## config.mk

```make
export PLATFORM = sky130hd
export DESIGN_NAME = preemptive_priority_scheduler
export DESIGN_NICKNAME = d
export VERILOG_FILES = /design/src/sv/pps_pkg.sv /design/src/sv/pps_cell.sv /design/src/sv/preemptive_priority_scheduler.sv
export VERILOG_INCLUDE_DIRS = /design/src /design/src/sv
export SDC_FILE = /design/constraint.sdc
export NUM_CORES = 2
export LEC_CHECK = 0
export BUFFER_PORTS_ARGS = -buffer_cell sky130_fd_sc_hd__buf_4
export CELL_PAD_IN_SITES_DETAIL_PLACEMENT = 2
export CELL_PAD_IN_SITES_GLOBAL_PLACEMENT = 2
export CORE_MARGIN = 5
export CORE_UTILIZATION = 25
export DETAILED_ROUTE_END_ITERATION = 6
export PLACE_DENSITY = 0.54
export SLEW_MARGIN = 20
export SYNTH_ARGS = -nofsm -noshare
export SYNTH_HDL_FRONTEND = slang
export SYNTH_HIERARCHICAL = 1
export SYNTH_SLANG_ARGS = --single-unit
```

## constraint.sdc

```tcl
create_clock -name aclk -period 13.6 [get_ports aclk]
set_input_delay 2.04 -clock aclk [delete_from_list [all_inputs] [get_ports aclk]]
set_output_delay 2.04 -clock aclk [all_outputs]
set_load 0.02 [all_outputs]
```

## src/sv/preemptive_priority_scheduler_macros.svh

```systemverilog
// ----------------------------------------------------------------------------
// Assertion macros for the preemptive priority scheduler
// Checks sample on aclk; the plain form is disabled while aresetn is low.
// ----------------------------------------------------------------------------
`ifndef PREEMPTIVE_PRIORITY_SCHEDULER_MACROS_SVH
`define PREEMPTIVE_PRIORITY_SCHEDULER_MACROS_SVH
`ifndef SYNTH
`define PPS_ASSERT(lbl, prop) \
    lbl: assert property (@(posedge aclk) disable iff (!aresetn) prop) \
        else $error("scheduler check failed");
`define PPS_ASSERT_ALWAYS(lbl, prop) \
    lbl: assert property (@(posedge aclk) prop) \
        else $error("scheduler check failed");
`else
`define PPS_ASSERT(lbl, prop)
`define PPS_ASSERT_ALWAYS(lbl, prop)
`endif
`endif

```

## src/sv/pps_pkg.sv

```systemverilog
// ----------------------------------------------------------------------------
// pps_pkg
// Types and constants shared by the scheduler cells and the top level.
// ----------------------------------------------------------------------------
package pps_pkg;

    localparam int MAX_SLOTS_DEF = 16;
    localparam int SLOT_IDX_W    = 8;   // holds any cell index up to 256 slots
    localparam int TIME_W        = 20;
    localparam int BURST_W       = 12;
    localparam int PRIO_W        = 8;
    localparam logic [TIME_W-1:0] TIME_MAX = '1;

    typedef struct packed {
        logic               mode;
        logic [3:0]         slot;
        logic [TIME_W-1:0]  arrival;
        logic [BURST_W-1:0] burst;
        logic [PRIO_W-1:0]  prio;
    } in_t;

    typedef struct packed {
        logic              ran_valid;
        logic [3:0]        ran_slot;
        logic              finished;
        logic [TIME_W-1:0] completion_time;
        logic [TIME_W-1:0] turnaround;
        logic [TIME_W-1:0] waiting;
        logic              all_done;
    } out_t;

    // best candidate so far plus a pending-slot count saturating at two
    typedef struct packed {
        logic                  found;
        logic [SLOT_IDX_W-1:0] slot;
        logic [PRIO_W-1:0]     prio;
        logic [TIME_W-1:0]     arrival;
        logic [BURST_W-1:0]    burst;
        logic [BURST_W-1:0]    rem;
        logic [1:0]            pend;
    } cand_t;

    // broadcast from the sequencer to every cell
    typedef struct packed {
        logic                  load_en;
        logic [SLOT_IDX_W-1:0] load_slot;
        logic [TIME_W-1:0]     arrival;
        logic [BURST_W-1:0]    burst;
        logic [PRIO_W-1:0]     prio;
        logic                  dec_en;
        logic [SLOT_IDX_W-1:0] dec_slot;
    } ctl_t;

    typedef enum logic [2:0] {
        ST_IDLE,
        ST_SCAN,
        ST_CALC,
        ST_TAT,
        ST_OUT
    } state_t;

endpackage

```

## src/sv/pps_cell.sv

```systemverilog
// ----------------------------------------------------------------------------
// pps_cell
// One process slot: holds its fields and remaining work, and merges itself
// into the candidate handed along the chain, one hop per cycle.
// ----------------------------------------------------------------------------
module pps_cell #(
    parameter int IDX = 0
) (
    input  logic                         aclk,
    input  logic                         aresetn,
    input  pps_pkg::ctl_t                ctl,
    input  logic [pps_pkg::TIME_W-1:0]   now,
    input  pps_pkg::cand_t               cand_in,
    output pps_pkg::cand_t               cand_out
);

    localparam logic [pps_pkg::SLOT_IDX_W-1:0] MY_IDX = pps_pkg::SLOT_IDX_W'(IDX);

    logic [pps_pkg::TIME_W-1:0]  arr_reg;
    logic [pps_pkg::BURST_W-1:0] bur_reg;
    logic [pps_pkg::PRIO_W-1:0]  pri_reg;
    logic [pps_pkg::BURST_W-1:0] rem_reg;
    pps_pkg::cand_t              cand_reg, cand_next;

    logic pending, eligible, better;

    always_comb begin
        pending  = (rem_reg != '0);
        eligible = pending && (arr_reg <= now);
        // strict compares keep the earlier slot on a full tie
        better   = eligible && (!cand_in.found || (pri_reg < cand_in.prio) ||
                   ((pri_reg == cand_in.prio) && (arr_reg < cand_in.arrival)));
        if (better) begin
            cand_next.found   = 1'b1;
            cand_next.slot    = MY_IDX;
            cand_next.prio    = pri_reg;
            cand_next.arrival = arr_reg;
            cand_next.burst   = bur_reg;
            cand_next.rem     = rem_reg;
        end else begin
            cand_next = cand_in;
        end
        if (cand_in.pend == 2'd2) begin
            cand_next.pend = 2'd2;
        end else begin
            cand_next.pend = cand_in.pend + {1'b0, pending};
        end
    end

    always_ff @(posedge aclk) begin
        cand_reg <= cand_next;
        if (ctl.load_en && (ctl.load_slot == MY_IDX)) begin
            arr_reg <= ctl.arrival;
            bur_reg <= ctl.burst;
            pri_reg <= ctl.prio;
        end
        if (!aresetn) begin
            rem_reg <= '0;
        end else if (ctl.load_en && (ctl.load_slot == MY_IDX)) begin
            rem_reg <= ctl.burst;
        end else if (ctl.dec_en && (ctl.dec_slot == MY_IDX)) begin
            rem_reg <= rem_reg - 1'b1;
        end
    end

    assign cand_out = cand_reg;

endmodule

```

## src/sv/preemptive_priority_scheduler.sv

```systemverilog
// ----------------------------------------------------------------------------
// preemptive_priority_scheduler
// Preemptive priority scheduler over a row of process-slot cells.
// ----------------------------------------------------------------------------
// Input beats (s_valid/s_ready, s_data) either load a slot (mode 0) or run
// one time tick (mode 1). Every input beat gives exactly one result beat on
// m_valid/m_ready, m_data: the slot that ran, completion statistics when it
// finished, and whether any work is still pending.
// Each beat is handled alone: the candidate winner walks the cell chain one
// slot per cycle in the SCAN state, then CALC, TAT and OUT write the result
// register; a new beat is accepted once the block is back in IDLE after that
// write. The length of the scan follows the number of cells in the chain.
// Reset (aresetn low, synchronous) clears all remaining work and time to
// zero; no result is pending afterwards.
// A result waits in the output register while m_ready is low; the next input
// beat is still accepted and worked on, and only its final write to the
// output register waits for the earlier result to leave.
// ----------------------------------------------------------------------------
`include "preemptive_priority_scheduler_macros.svh"

module preemptive_priority_scheduler #(
    parameter int MAX_SLOTS = pps_pkg::MAX_SLOTS_DEF
) (
    input  logic            aclk,
    input  logic            aresetn,
    input  logic            s_valid,
    output logic            s_ready,
    input  pps_pkg::in_t    s_data,
    output logic            m_valid,
    input  logic            m_ready,
    output pps_pkg::out_t   m_data
);

    localparam int CNT_W = (MAX_SLOTS > 1) ? $clog2(MAX_SLOTS) : 1;
    localparam logic [CNT_W-1:0] CNT_LAST = CNT_W'(MAX_SLOTS - 1);

    pps_pkg::state_t state_reg, state_next;
    logic [CNT_W-1:0] cnt_reg, cnt_next;
    logic mode_reg, mode_next;
    logic [pps_pkg::TIME_W-1:0] now_reg, now_next;
    logic ran_reg, ran_next;
    logic [3:0] slot_reg, slot_next;
    logic fin_reg, fin_next;
    logic done_reg, done_next;
    logic [pps_pkg::TIME_W-1:0] comp_reg, comp_next;
    logic [pps_pkg::TIME_W-1:0] arr_reg, arr_next;
    logic [pps_pkg::BURST_W-1:0] bur_reg, bur_next;
    logic [pps_pkg::TIME_W-1:0] tat_reg, tat_next;
    logic m_valid_reg, m_valid_next;
    pps_pkg::out_t m_data_reg, m_data_next;

    pps_pkg::ctl_t ctl;
    pps_pkg::cand_t chain [MAX_SLOTS+1];
    pps_pkg::cand_t tail;
    logic [pps_pkg::TIME_W-1:0] tat_ext_burst;

    assign chain[0] = '0;
    assign tail     = chain[MAX_SLOTS];

    for (genvar g = 0; g < MAX_SLOTS; g++) begin : g_cell
        pps_cell #(.IDX(g)) u_cell (
            .aclk     (aclk),
            .aresetn  (aresetn),
            .ctl      (ctl),
            .now      (now_reg),
            .cand_in  (chain[g]),
            .cand_out (chain[g+1])
        );
    end

    assign s_ready = (state_reg == pps_pkg::ST_IDLE);

    always_comb begin
        ctl           = '0;
        ctl.load_en   = s_valid && s_ready && !s_data.mode;
        ctl.load_slot = pps_pkg::SLOT_IDX_W'(s_data.slot);
        ctl.arrival   = s_data.arrival;
        ctl.burst     = s_data.burst;
        ctl.prio      = s_data.prio;
        ctl.dec_en    = (state_reg == pps_pkg::ST_CALC) && mode_reg && tail.found;
        ctl.dec_slot  = tail.slot;
    end

    assign tat_ext_burst = pps_pkg::TIME_W'(bur_reg);

    always_comb begin
        state_next   = state_reg;
        cnt_next     = cnt_reg;
        mode_next    = mode_reg;
        now_next     = now_reg;
        ran_next     = ran_reg;
        slot_next    = slot_reg;
        fin_next     = fin_reg;
        done_next    = done_reg;
        comp_next    = comp_reg;
        arr_next     = arr_reg;
        bur_next     = bur_reg;
        tat_next     = tat_reg;
        m_valid_next = m_valid_reg;
        m_data_next  = m_data_reg;

        if (m_valid_reg && m_ready) begin
            m_valid_next = 1'b0;
        end

        case (state_reg)
            pps_pkg::ST_IDLE: begin
                if (s_valid) begin
                    mode_next  = s_data.mode;
                    cnt_next   = '0;
                    state_next = pps_pkg::ST_SCAN;
                end
            end
            pps_pkg::ST_SCAN: begin
                // wait until the candidate has crossed every cell
                cnt_next = cnt_reg + 1'b1;
                if (cnt_reg == CNT_LAST) begin
                    state_next = pps_pkg::ST_CALC;
                end
            end
            pps_pkg::ST_CALC: begin
                if (mode_reg) begin
                    ran_next  = tail.found;
                    slot_next = tail.slot[3:0];
                    fin_next  = tail.found && (tail.rem == pps_pkg::BURST_W'(1));
                    done_next = (tail.pend == 2'd0) ||
                                ((tail.pend == 2'd1) && tail.found &&
                                 (tail.rem == pps_pkg::BURST_W'(1)));
                    comp_next = (now_reg == pps_pkg::TIME_MAX) ? pps_pkg::TIME_MAX
                                                               : now_reg + 1'b1;
                    if (now_reg != pps_pkg::TIME_MAX) begin
                        now_next = now_reg + 1'b1;
                    end
                end else begin
                    ran_next  = 1'b0;
                    slot_next = '0;
                    fin_next  = 1'b0;
                    done_next = (tail.pend == 2'd0);
                    comp_next = '0;
                end
                arr_next   = tail.arrival;
                bur_next   = tail.burst;
                state_next = pps_pkg::ST_TAT;
            end
            pps_pkg::ST_TAT: begin
                tat_next   = comp_reg - arr_reg;
                state_next = pps_pkg::ST_OUT;
            end
            pps_pkg::ST_OUT: begin
                if (!m_valid_reg || m_ready) begin
                    m_valid_next                = 1'b1;
                    m_data_next.ran_valid       = ran_reg;
                    m_data_next.ran_slot        = ran_reg ? slot_reg : 4'd0;
                    m_data_next.finished        = fin_reg;
                    m_data_next.completion_time = fin_reg ? comp_reg : '0;
                    m_data_next.turnaround      = fin_reg ? tat_reg : '0;
                    // negative waiting only arises once time has saturated
                    m_data_next.waiting         = (fin_reg && (tat_reg >= tat_ext_burst))
                                                  ? tat_reg - tat_ext_burst : '0;
                    m_data_next.all_done        = done_reg;
                    state_next                  = pps_pkg::ST_IDLE;
                end
            end
            default: begin
                state_next = pps_pkg::ST_IDLE;
            end
        endcase
    end

    always_ff @(posedge aclk) begin
        if (!aresetn) begin
            state_reg   <= pps_pkg::ST_IDLE;
            now_reg     <= '0;
            m_valid_reg <= 1'b0;
        end else begin
            state_reg   <= state_next;
            now_reg     <= now_next;
            m_valid_reg <= m_valid_next;
        end
        cnt_reg    <= cnt_next;
        mode_reg   <= mode_next;
        ran_reg    <= ran_next;
        slot_reg   <= slot_next;
        fin_reg    <= fin_next;
        done_reg   <= done_next;
        comp_reg   <= comp_next;
        arr_reg    <= arr_next;
        bur_reg    <= bur_next;
        tat_reg    <= tat_next;
        m_data_reg <= m_data_next;
    end

    assign m_valid = m_valid_reg;
    assign m_data  = m_data_reg;

    `PPS_ASSERT(a_now_monotonic, $past(aresetn) |-> now_reg >= $past(now_reg))
    `PPS_ASSERT(a_accept_starts_scan, (s_valid && s_ready) |=> state_reg == pps_pkg::ST_SCAN)
    `PPS_ASSERT(a_finish_has_slot, (m_valid && m_data.finished) |-> m_data.ran_valid)
    `PPS_ASSERT(a_dec_only_tick, ctl.dec_en |-> (mode_reg && !ctl.load_en))

endmodule

```

==> flow_summary_export.csv <==
group,metric,value,unit
critical_path,cp.arrival,5380,ps
cts,cts_hold_buf,0,
critical_path,cp_common_cell,"buf_4",
critical_path,path_cells,"buf_4 > inv_1 > ha_1 > nand4_1 > or4_1 > nor3_2 > o31ai_1 > a221oi_4 > buf_4 > mux2_2",
sta,drv_slew,0,
cts,post_cts_buffers,0,
placed_design,io_buffers,117,
sta,max_clock_freq,215,MHz
global_route,grt_pass1_vias,65500,
cts,cts_max_level,4,
placed_design,hpwl,211000,um
global_route,grt_antenna_before_repair,30,
sta,finalClockSkew,86.1,ps
floorplan,coreArea,359000,sq um
critical_path,cp.buffers_inverters,3,
global_route,track_usage,0.159,
global_route,grt-ovfl-total,0,
critical_path,cpPeakStageDelay,730,ps
drt,drtPass1Iterations,5,
drt,routed_wl,304000,um
cts,numCtsBuffers,236,
cts,root_buffer,"clkbuf_16",
drt,vias,58800,
pwr,cellLeakagePower,0.0414,uW
drt,vias_per_cell,4.53,
sta,final.period_utilization,0.342,
floorplan,dieArea,372000,sq um
critical_path,crit_cells,10,
sta,finalHoldViolations,0,
finish,fin_nets,8857,
floorplan,rows,220,
cts,cts_num_sinks,2007,
finish,design_area,105000,sq um
sta,tightest_slew,1100,ps
synth,syn_area_per_cell,11.9,sq um
pwr,p_per_area,131,nW/um^2
drt,post_drt_wl_per_cell,23.4,um
placed_design,place.gp.congestion,0.782,
synth,syn_area,90000,sq um
job,drv_cap,0,
sta,period_minus_slack,4650,ps
sta,rsz0062_at_grt,"no",
finish,nFillCells,38500,
synth,ys_warn_count,6,
sta,fin_setup_tns,0,ps
floorplan,ios,118,
placed_design,placed_cell_area,96700,sq um
cts,clk_latency,920,ps
worst_hold_path,holdPathStages,0,
cts,cts_resized,0,
outcome,status,"finished clean",
critical_path,worstSetupPathType,"flop to flop",
pwr,peakVddDrop,0.101,mV
sta,setup_viol,0,
cts,clock_path_buffers,4,
finish,utilization,0.292,
sta,slew_headroom,0.263,
critical_path,cp.required,14330,ps
critical_path,cpMaxStageDelayCell,"dfxtp_1",
floorplan,start_util,0.251,
finish,synthToLayoutAreaGrowth,16.5,%
critical_path,rr_worst_depth,10,
sta,worst_hold_slack,360,ps
critical_path,start_kind,"flop",
synth,syn_inst,7558,
drt,drc,0,
drt,antenna_left,0,
finish,largest_reg_flops,1000,
global_route,grt_max_degree,92,
critical_path,crit_family,"buffers and inverters",
floorplan,die_w,610,um
drt,drtIter0Drc,2667,
floorplan,die_h,610,um
global_route,grt_pass1_wl,445000,um
finish,post_route_cells_drive_above_1_share,0.176,
cts,clk_pin_slew,60,ps
critical_path,end_kind,"flop",
cts,cts_tree,"yes",
critical_path,cp_max_fo,48,
worst_hold_path,hp-class,"flop to flop",
## stage by stage
stage	total power [uW]	cells	worst slack (ps)
2_1_floorplan	6990	7717	6540
3_3_place_gp	7310	12500	8210
3_5_place_dp	7340	12500	8100
4_1_cts	14000	13000	8870
5_1_grt	14300	13000	8720
6_report	13800	13000	8950
## cell type report
| cell class | count | area [sq um] | share of cell area |
|---|---|---|---|
| clock buffer | 333 | 6870 | 0.0655 |
| inverter | 917 | 3440 | 0.0328 |
| sequential | 2007 | 48100 | 0.459 |
| clock inverter | 112 | 1190 | 0.0113 |
| tap | 4773 | 5970 | 0.0570 |
| antenna | 14 | 35.0 | 0.000334 |
| timing repair buffer | 200 | 1530 | 0.0146 |
| multi-input combinational | 4627 | 37700 | 0.360 |
## placed cells by master, fill, tap and decap left out, drive strengths merged, types with 22 or more instances in the layout
cell type	instances
nor3b	27
nand2	403
mux2	824
xnor2	164
nor4b	26
inv	926
nor2b	157
or4	54
nand4	115
o211a	56
or2	39
xor2	64
o21ai	270
o21a	22
dfxtp	1216
a221oi	34
buf	200
nor2	235
clkinv	74
ha	817
and2	52
a21oi	407
nor4	64
conb	160
a21boi	27
nor3	141
a21o	72
or3	42
a211oi	77
clkbuf	333
nand3	90
edfxtp	791
## per-layer routing
metal,up-vias,wire length (um),global-route usage
li1,27500,-,-
met1,30100,135000,0.201
met2,810,152000,0.287
met3,382,8660,0.0173
met4,0,8190,0.0413
met5,-,0,0
## final timing paths
check | startpoint | to | slack (ps)
max | now_reg[12] | g_cell[3].u_cell/cand_out[40] | 8950
min | g_cell[15].u_cell/cand_out[39] | arr_reg[13] | 360
max reg2reg | now_reg[12] | g_cell[3].u_cell/cand_out[40] | 8950
min reg2reg | g_cell[15].u_cell/cand_out[39] | arr_reg[13] | 360
## power by group
group          internal [uW]  switching [uW]
registers               6450             118
logic                    257             367
clock network           3910            2660
total                  10600            3140
No activity file was read; power rests on OpenSTA's default activity.
